[src/design/assert_macros.svh]
// Assertion macros shared by the RTL. The checking forms are used in
// simulation; synthesis defines SYNTH and gets empty bodies.
`ifndef ASSERT_MACROS_SVH
`define ASSERT_MACROS_SVH
`ifndef SYNTH
// The expression holds at every clock edge outside reset.
`define CHECK_NOW(lbl, expr) \
  lbl: assert property (@(posedge clk) disable iff (rst) (expr)) \
    else $error("assertion failed");
// When the antecedent holds, the consequent holds in the next cycle.
`define CHECK_NEXT(lbl, ante, cons) \
  lbl: assert property (@(posedge clk) disable iff (rst) (ante) |=> (cons)) \
    else $error("assertion failed");
`else
`define CHECK_NOW(lbl, expr)
`define CHECK_NEXT(lbl, ante, cons)
`endif
`endif

[src/design/lsbbuf_pkg.sv]
package lsbbuf_pkg;

  localparam int CAP_BITS  = 4096;
  localparam int LEN_W     = 13;
  localparam int IDX_W     = 12;
  localparam int ADDR_W    = 9;
  localparam int STORE_BYTES = CAP_BITS / 8;
  localparam int WORD_BITS = 32;
  localparam int CNT_W     = 7;
  localparam int RUN_BYTES = 5;

  localparam logic [2:0] MODE_APPEND = 3'd0;
  localparam logic [2:0] MODE_READ   = 3'd1;
  localparam logic [2:0] MODE_SET    = 3'd2;
  localparam logic [2:0] MODE_TOGGLE = 3'd3;
  localparam logic [2:0] MODE_CLEAR  = 3'd4;

  typedef struct packed {
    logic [2:0]       mode;
    logic [31:0]      value;
    logic [CNT_W-1:0] bit_count;
    logic [IDX_W-1:0] bit_index;
  } item_t;

  typedef struct packed {
    logic [31:0]      read_data;
    logic [CNT_W-1:0] bits_done;
    logic             ok;
    logic [LEN_W-1:0] length;
  } result_t;

  typedef struct packed {
    logic load;
    logic fetch;
    logic app_wr;
    logic bit_wr;
    logic run;
    logic finish;
  } ctl_cmd_t;

  typedef struct packed {
    logic is_append;
    logic ok;
    logic has_bytes;
    logic cnt_last;
  } ctl_status_t;

endpackage

[src/design/lsbbuf_datapath.sv]
module lsbbuf_datapath (
  input  logic                  clk,
  input  logic                  rst,
  input  lsbbuf_pkg::ctl_cmd_t  cmd,
  input  lsbbuf_pkg::item_t     item,
  output lsbbuf_pkg::ctl_status_t status,
  output lsbbuf_pkg::result_t   result
);
  import lsbbuf_pkg::*;
  `include "assert_macros.svh"

  logic [7:0]        mem [STORE_BYTES];
  logic [7:0]        rdata;
  logic [LEN_W-1:0]  len;
  logic [2:0]        mode_q;
  logic [2:0]        off_q;
  logic [ADDR_W-1:0] ptr;
  logic [3:0]        cnt;
  logic [71:0]       wbuf;
  logic [39:0]       acc;
  logic [CNT_W-1:0]  done_q;
  logic              ok_q;
  logic              bitval_q;
  logic              first_q;
  logic              run_q;

  // Decode of the incoming item, used only on load.
  logic [5:0]        pad;
  logic [63:0]       stream;
  logic [LEN_W-1:0]  space;
  logic [CNT_W-1:0]  app_n;
  logic [7:0]        app_sum;
  logic [3:0]        app_nb;
  logic              idx_ok;
  logic [LEN_W-1:0]  avail;
  logic [CNT_W-1:0]  rd_n;
  logic [CNT_W-1:0]  rd_done;

  // Per-mode values taken into the working registers on load.
  logic [2:0]        ld_off;
  logic [ADDR_W-1:0] ld_ptr;
  logic [CNT_W-1:0]  ld_done;
  logic              ld_ok;
  logic [3:0]        ld_cnt;

  logic              mem_we;
  logic              mem_re;
  logic [7:0]        lowmask;
  logic [7:0]        wbyte;
  logic [7:0]        bit_byte;
  logic [39:0]       shifted;
  logic [32:0]       rmask;
  result_t           res_next;

  always_comb begin
    pad     = (item.bit_count > CNT_W'(WORD_BITS)) ?
              6'(item.bit_count - CNT_W'(WORD_BITS)) : 6'd0;
    stream  = {32'd0, item.value} << pad;
    space   = LEN_W'(CAP_BITS) - len;
    if (LEN_W'(item.bit_count) < space) begin
      app_n = item.bit_count;
    end else begin
      app_n = space[CNT_W-1:0];
    end
    app_sum = {5'd0, len[2:0]} + {1'b0, app_n} + 8'd7;
    app_nb  = (app_n == '0) ? 4'd0 : app_sum[6:3];
    idx_ok  = {1'b0, item.bit_index} < len;
    avail   = len - {1'b0, item.bit_index};
    rd_n    = (item.bit_count > CNT_W'(WORD_BITS)) ? CNT_W'(WORD_BITS) : item.bit_count;
    if (!idx_ok) begin
      rd_done = '0;
    end else if (LEN_W'(rd_n) < avail) begin
      rd_done = rd_n;
    end else begin
      rd_done = avail[CNT_W-1:0];
    end
  end

  always_comb begin
    ld_off  = item.bit_index[2:0];
    ld_ptr  = item.bit_index[IDX_W-1:3];
    ld_done = '0;
    ld_ok   = 1'b0;
    ld_cnt  = '0;
    case (item.mode)
      MODE_APPEND: begin
        ld_off  = len[2:0];
        ld_ptr  = len[IDX_W-1:3];
        ld_done = app_n;
        ld_ok   = (app_n == item.bit_count);
        ld_cnt  = app_nb;
      end
      MODE_READ: begin
        ld_done = rd_done;
        ld_ok   = idx_ok;
        ld_cnt  = 4'(RUN_BYTES);
      end
      MODE_SET, MODE_TOGGLE: begin
        ld_ok = idx_ok;
      end
      MODE_CLEAR: begin
        ld_ok = 1'b1;
      end
      default: begin
        ld_ok = 1'b0;
      end
    endcase
  end

  assign mem_we = cmd.app_wr | cmd.bit_wr;
  assign mem_re = cmd.fetch | cmd.run;

  always_comb begin
    lowmask  = ~(8'hFF << off_q);
    bit_byte = rdata;
    bit_byte[off_q] = (mode_q == MODE_SET) ? bitval_q : ~rdata[off_q];
    if (cmd.bit_wr) begin
      wbyte = bit_byte;
    end else if (first_q) begin
      wbyte = (wbuf[7:0] & ~lowmask) | (rdata & lowmask);
    end else begin
      wbyte = wbuf[7:0];
    end
  end

  always_ff @(posedge clk) begin
    if (mem_we) begin
      mem[ptr] <= wbyte;
    end
    if (mem_re) begin
      rdata <= mem[ptr];
    end
  end

  always_comb begin
    shifted = acc >> off_q;
    rmask   = ~(33'h1_FFFF_FFFF << done_q);
    res_next.read_data = (mode_q == MODE_READ) ? (shifted[31:0] & rmask[31:0]) : 32'd0;
    res_next.bits_done = done_q;
    res_next.ok        = ok_q;
    res_next.length    = len;
  end

  always_ff @(posedge clk) begin
    if (rst) begin
      len   <= '0;
      run_q <= 1'b0;
    end else begin
      run_q <= cmd.run;
      if (cmd.load) begin
        case (item.mode)
          MODE_APPEND: begin
            len <= len + LEN_W'(app_n);
          end
          MODE_CLEAR: begin
            len <= '0;
          end
          default: begin
            len <= len;
          end
        endcase
      end
    end
  end

  always_ff @(posedge clk) begin
    if (cmd.load) begin
      mode_q   <= item.mode;
      bitval_q <= item.value[0];
      first_q  <= 1'b1;
      wbuf     <= {8'd0, stream} << len[2:0];
      off_q    <= ld_off;
      ptr      <= ld_ptr;
      done_q   <= ld_done;
      ok_q     <= ld_ok;
      cnt      <= ld_cnt;
    end else begin
      if (cmd.app_wr) begin
        wbuf    <= wbuf >> 8;
        first_q <= 1'b0;
      end
      if (cmd.app_wr || cmd.run) begin
        ptr <= ptr + ADDR_W'(1);
        cnt <= cnt - 4'd1;
      end
    end
    if (run_q) begin
      acc <= {rdata, acc[39:8]};
    end
    if (cmd.finish) begin
      result <= res_next;
    end
  end

  assign status.is_append = (mode_q == MODE_APPEND);
  assign status.ok        = ok_q;
  assign status.has_bytes = (cnt != 4'd0);
  assign status.cnt_last  = (cnt == 4'd1);

  `CHECK_NOW(a_len_in_range, len <= LEN_W'(CAP_BITS))
  `CHECK_NOW(a_no_rw_clash, !(mem_we && mem_re))
  `CHECK_NOW(a_write_has_bytes, !cmd.app_wr || (cnt != 4'd0))
endmodule

[src/design/lsbbuf_ctrl.sv]
module lsbbuf_ctrl (
  input  logic                    clk,
  input  logic                    rst,
  input  logic                    start,
  input  logic [2:0]              mode,
  input  lsbbuf_pkg::ctl_status_t status,
  output lsbbuf_pkg::ctl_cmd_t    cmd,
  output logic                    busy,
  output logic                    done
);
  import lsbbuf_pkg::*;
  `include "assert_macros.svh"

  localparam logic [2:0] S_IDLE  = 3'd0;
  localparam logic [2:0] S_FETCH = 3'd1;
  localparam logic [2:0] S_APP   = 3'd2;
  localparam logic [2:0] S_BIT   = 3'd3;
  localparam logic [2:0] S_RUN   = 3'd4;
  localparam logic [2:0] S_TAIL  = 3'd5;
  localparam logic [2:0] S_FIN   = 3'd6;

  logic [2:0] state;
  logic [2:0] state_next;

  always_comb begin
    cmd        = '0;
    state_next = state;
    case (state)
      S_IDLE: begin
        if (start) begin
          cmd.load = 1'b1;
          if (mode inside {MODE_APPEND, MODE_SET, MODE_TOGGLE}) begin
            state_next = S_FETCH;
          end else if (mode == MODE_READ) begin
            state_next = S_RUN;
          end else begin
            state_next = S_FIN;
          end
        end
      end
      S_FETCH: begin
        cmd.fetch = 1'b1;
        if (status.is_append) begin
          state_next = status.has_bytes ? S_APP : S_FIN;
        end else begin
          state_next = status.ok ? S_BIT : S_FIN;
        end
      end
      S_APP: begin
        cmd.app_wr = 1'b1;
        if (status.cnt_last) begin
          state_next = S_FIN;
        end
      end
      S_BIT: begin
        cmd.bit_wr = 1'b1;
        state_next = S_FIN;
      end
      S_RUN: begin
        cmd.run = 1'b1;
        if (status.cnt_last) begin
          state_next = S_TAIL;
        end
      end
      S_TAIL: begin
        state_next = S_FIN;
      end
      S_FIN: begin
        cmd.finish = 1'b1;
        state_next = S_IDLE;
      end
      default: begin
        state_next = S_IDLE;
      end
    endcase
  end

  always_ff @(posedge clk) begin
    if (rst) begin
      state <= S_IDLE;
      done  <= 1'b0;
    end else begin
      state <= state_next;
      done  <= (state == S_FIN);
    end
  end

  assign busy = (state != S_IDLE);

  `CHECK_NEXT(a_fin_strobes, state == S_FIN, done)
  `CHECK_NOW(a_done_in_idle, !done || (state == S_IDLE))
  `CHECK_NEXT(a_start_leaves_idle, start && (state == S_IDLE), state != S_IDLE)
endmodule

[src/design/lsb_first_bit_buffer.sv]
// LSB-first bit buffer: a 4096-bit store with a length counter. Bit i of the
// sequence lives in byte i/8 of a byte-wide memory at bit position i%8.
// A command is transferred at a rising edge where start is high and busy is
// low; its fields (mode, value, bit_count, bit_index) travel in item. Every
// command produces exactly one result, which appears on result while done is
// high for a single cycle and stays there until the next result. The receiver
// cannot hold results off, and the block never needs it to: a new command may
// be transferred in the same cycle in which the previous result is on the
// ports. The steps of each command, set by a single memory port (one byte per
// cycle), are:
//   append:        one read of the partial first byte, one write per byte
//                  touched, the result register, the done cycle.
//   read run:      five byte reads, one capture, the result register, the
//                  done cycle.
//   set or toggle: read, write, result, done; no write if the index is bad.
//   clear, unused modes: result and done only.
// Reset clears the length and the controller. The memory is not cleared:
// bits at or above the length are never returned before an append has
// written them.
module lsb_first_bit_buffer (
  input  logic                clk,
  input  logic                rst,
  input  logic                start,
  output logic                busy,
  input  lsbbuf_pkg::item_t   item,
  output logic                done,
  output lsbbuf_pkg::result_t result
);
  import lsbbuf_pkg::*;

  ctl_cmd_t    cmd;
  ctl_status_t status;

  // The controller sequences memory accesses; the datapath owns the store,
  // the length register and the result register.
  lsbbuf_ctrl u_ctrl (
    .clk    (clk),
    .rst    (rst),
    .start  (start),
    .mode   (item.mode),
    .status (status),
    .cmd    (cmd),
    .busy   (busy),
    .done   (done)
  );

  lsbbuf_datapath u_datapath (
    .clk    (clk),
    .rst    (rst),
    .cmd    (cmd),
    .item   (item),
    .status (status),
    .result (result)
  );
endmodule
[config.mk]
export PLATFORM = sky130hd
export DESIGN_NAME = lsb_first_bit_buffer
export DESIGN_NICKNAME = d
export VERILOG_FILES = /design/src/design/lsbbuf_pkg.sv /design/src/design/lsbbuf_datapath.sv /design/src/design/lsbbuf_ctrl.sv /design/src/design/lsb_first_bit_buffer.sv
export VERILOG_INCLUDE_DIRS = /design/src /design/src/design
export SDC_FILE = /design/constraint.sdc
export NUM_CORES = 2
export LEC_CHECK = 0
export ABC_CLOCK_PERIOD_IN_PS = 29600
export BUFFER_PORTS_ARGS = -buffer_cell sky130_fd_sc_hd__buf_2
export CAP_MARGIN = 15
export CORE_MARGIN = 2
export CORE_UTILIZATION = 53
export CTS_BUF_LIST = sky130_fd_sc_hd__clkbuf_16
export DETAILED_ROUTE_END_ITERATION = 8
export PLACE_DENSITY_LB_ADDON = 0.25
export SLEW_MARGIN = 20
export SYNTH_ARGS = -nofsm -noshare
export SYNTH_HDL_FRONTEND = slang
export SYNTH_HIERARCHICAL = 1
export SYNTH_SLANG_ARGS = --single-unit
[constraint.sdc]
create_clock -name clk -period 29.6 [get_ports clk]
set_clock_uncertainty 0.2 [all_clocks]
set_input_delay 1.48 -clock clk [delete_from_list [all_inputs] [get_ports clk]]
set_output_delay 1.48 -clock clk [all_outputs]
set_load 0.01 [all_outputs]
==> out/results.ini <==
[global_route]
grt_pass1_wl_um=640000
overflow=0
grt_pass1_vias=88900
grt_max_degree=245
antenna_found_initial=21
track_usage_pct=26.5

[detailed_routing]
drt_pass1_iterations=6
wl_per_cell_um=33.1
routed_via_density=6.68
drt-initial-drc-count=12000
antenna_left=0
vias=89600
drc=0
wl_um=444000

[cells_and_area]
fin_cells=13400
nNetsFinal=8786
seq_area_mm2=0.129
final_cell_mix=edfxtp_1 (4296), mux4_2 (1333), nor2_1 (719)
filler_cell_count=23300
syn2layout_area_growth_pct=10.7
drive_gt1_share_pct=25.7
final_common_cell=edfxtp_1
multi_input_area_mm2=0.0435
utilization_pct=58.8

[pwr]
clock_power_share_pct=26.5
p_sw_uw=6300
ir_worst_vdd_v=0.000122
internal_power_uw=13300
swShare_pct=32.1
p_comb_share_pct=31.6
p_per_area_mw_per_mm2=101
seq_power_share_pct=41.8
p_leak_uw=0.0606
power.total_uw=19600

[synthesis]
ys.flop_type=edfxtp_1
synth_fp_nets=8633
synth_top_area_share_pct=73.5
synth_area_mm2=0.175
synth_edf_count=4296
synth_simple_gate_area_share_pct=3.09
yosysUniqueCellTypes=95
synth_largest_area_cell=edfxtp_1
synthAdderAreaFrac_pct=0.329
ys_seq_area_share_pct=73.7
synth_seq_cells=4315
synth_area_leaders=edfxtp_1 (74%), mux4_2 (17%), nor2_1 (1.6%), clkbuf_1 (0.67%), nand2_1 (0.56%)
syn-instance-count=8531
muxShareOfSynthArea_pct=17.9
synth_top_family_by_area=multiplexers
synthXorXnorAreaFrac_pct=0.200
yosysWarnings=6
synth_compound_area_share_pct=3.12
async_flop_share_pct=0
synth_area_per_cell_um2=20.6

[floorplan]
rows=211
die_area_mm2=0.336
core_area_mm2=0.330
io_pins=112
die_w_um=579
die_y_um=579
initial_utilization_pct=53.2

[place]
dp_cells=12600
dp_hpwl_um=262000
io_buffers=111
gp_congestion=0.906

[clock_network]
holdBufCountCts=0
cts-root-buf=clkbuf_16
cts_tree=done
cts_resized=0
clk_pin_slew_ps=70
clock_latency_ps=1000
cts_made_buffers=427
cts_setup_buffers=0
clock_path_buffers=4
cts_max_level=5
numClockSinks=4315

[setup_path]
r2r_cells=12
cp_slowest_cell=buf_4
setup.worst_path.end=u_datapath/rdata[0]$_DFFE_PP_
regToRegSetupSlack_ps=21090
path_max_fanout=45
critPathKind=reg2reg
worstPathRequired_ps=30090
crit_start=u_datapath/ptr[0]$_DFFE_PP_
start_kind=register
cp_cell_sequence=buf_4 -> buf_4 -> buf_4 -> buf_4 -> buf_4 -> buf_4 -> buf_4 -> mux4_2 -> mux4_2 -> mux4_2 -> a22oi_1 -> nand3_1
critPathCaptureType=register
r2r_end=u_datapath/rdata[0]$_DFFE_PP_
cp_data_arrival_time_ps=8990
slowest_delay_ps=840
cpMostUsedCell=buf_4
timing.rr.start=u_datapath/ptr[0]$_DFFE_PP_

[hold_path]
hp-class=reg2reg

[outcome]
outcome=complete, no violations

[flow_run]
maxCapViolations=0

[sta]
hold_viol=0
finalSetupTns_ps=0
tightest_slew_ps=1310
fin_crit_ps=8510
clock.fmax_ghz=0.118
finalMaxSlewViolations=0
fin_crit_sh_pct=28.7
rsz0062_at_grt=no
setup_viol=0
relSlewSlack_pct=13.0

[sequential cells by signal, indices dropped and copies added (netlist names)]
name	flops
u_datapath/wbuf	71
u_datapath/ok_q	1
u_datapath/rdata	8
u_datapath/result	53
u_datapath/first_q	1
u_datapath/run_q	1
u_datapath/cnt	4
u_ctrl/done	1
u_datapath/ptr	9
u_datapath/acc	40
u_datapath/off_q	3
u_datapath/len	13
u_datapath/mode_q	3
u_datapath/mem	4096
u_datapath/done_q	7
u_datapath/bitval_q	1
u_ctrl/state	3
[metal layers]
metal,GRT usage (%),share of wire [%],routed length (um),up-vias
met5,0,0.011,49,-
met4,8.00,3.2,14100,10
met3,5.36,10,45500,778
met2,41.2,48,211000,4940
met1,38.3,39,173000,47700
li1,-,-,-,36100
[worst max-delay path, delay by kind of cell (launching register included)]
family,cells,cell delay (ps)
compound gates,1,580
mux,3,1630
simple gates,1,140
flops,1,340
buf+inv,7,5070
[cell usage after synthesis, types with 9 or more instances]
cell       instances
o31ai_1            9
nor3_1            60
nor4_1            13
a21o_1            25
xor2_1            11
a221o_1           15
o32ai_1           11
buf_6             34
o22ai_1           37
inv_1             68
xnor2_1           29
buf_2            112
ha_1              43
nand4_1           17
clkbuf_1         315
dfxtp_1           19
o211ai_1          22
nand3_1           68
o211a_1           38
buf_4             37
o21ai_0           97
a22oi_1           46
edfxtp_1        4296
and3_1            17
buf_1             57
o21a_1            19
a211oi_1          94
nand2_1          260
mux2_2            33
o221ai_1          46
o21ai_1           10
a2111oi_0         13
nor2_1           734
and2_1            17
a221oi_1          16
mux4_2          1333
nor2b_1           28
a21oi_1          133
nand2b_1          16
a31oi_1           37
mux2i_1           94
[final cells by class]
type,count,area share [%]
Inverter,74,0.144
Antenna cell,10,0.0129
Clock buffer,432,5.57
Timing Repair Buffer,279,1.05
Sequential cell,4315,66.6
Clock inverter,347,1.37
Tap cell,4366,2.81
Multi-Input combinational cell,3587,22.4
[how the worst min path moves through the flow]
stage | endpoint | depth (start not counted) | startpoint | slack (ps)
floorplan | u_datapath/acc[31]$_DFFE_PP_ | 0 | u_datapath/acc[39]$_DFFE_PP_ | 200
global placement | u_datapath/acc[31]$_DFFE_PP_ | 0 | u_datapath/acc[39]$_DFFE_PP_ | 210
detailed placement | u_datapath/acc[31]$_DFFE_PP_ | 0 | u_datapath/acc[39]$_DFFE_PP_ | 220
CTS | u_datapath/acc[31]$_DFFE_PP_ | 0 | u_datapath/acc[39]$_DFFE_PP_ | 230
global route | u_datapath/acc[31]$_DFFE_PP_ | 0 | u_datapath/acc[39]$_DFFE_PP_ | 250
finish | u_datapath/acc[31]$_DFFE_PP_ | 0 | u_datapath/acc[39]$_DFFE_PP_ | 240
[power by group through the flow]
| stage | sequential (uW) | clock (uW) | combinational, uW |
|---|---|---|---|
| floorplan | 9450 | 0 | 3910 |
| global placement | 8310 | 0 | 6060 |
| detailed placement | 8320 | 0 | 6200 |
| CTS | 8200 | 5280 | 6220 |
| global route | 8210 | 5520 | 6510 |
| finish | 8200 | 5200 | 6200 |
[stage by stage]
step / instance area (um2) / hold slack (ps) / worst slack (ps)
after detailed placement: 181000 / 219 / 20910
after floorplan: 175000 / 200 / 2220
final: 194000 / 242 / 21090
after CTS: 194000 / 233 / 20850
after global routing: 194000 / 253 / 20310
after global placement: 181000 / 212 / 21000
[logic make-up after synthesis]
kind of cell	count (synthesis)
fa+ha+maj	45
compound gates	761
mux	1460
other cells	1
flops	4315
xor+xnor	40
buf+inv	629
simple gates	1280
No activity file was read; power rests on OpenSTA's default activity.
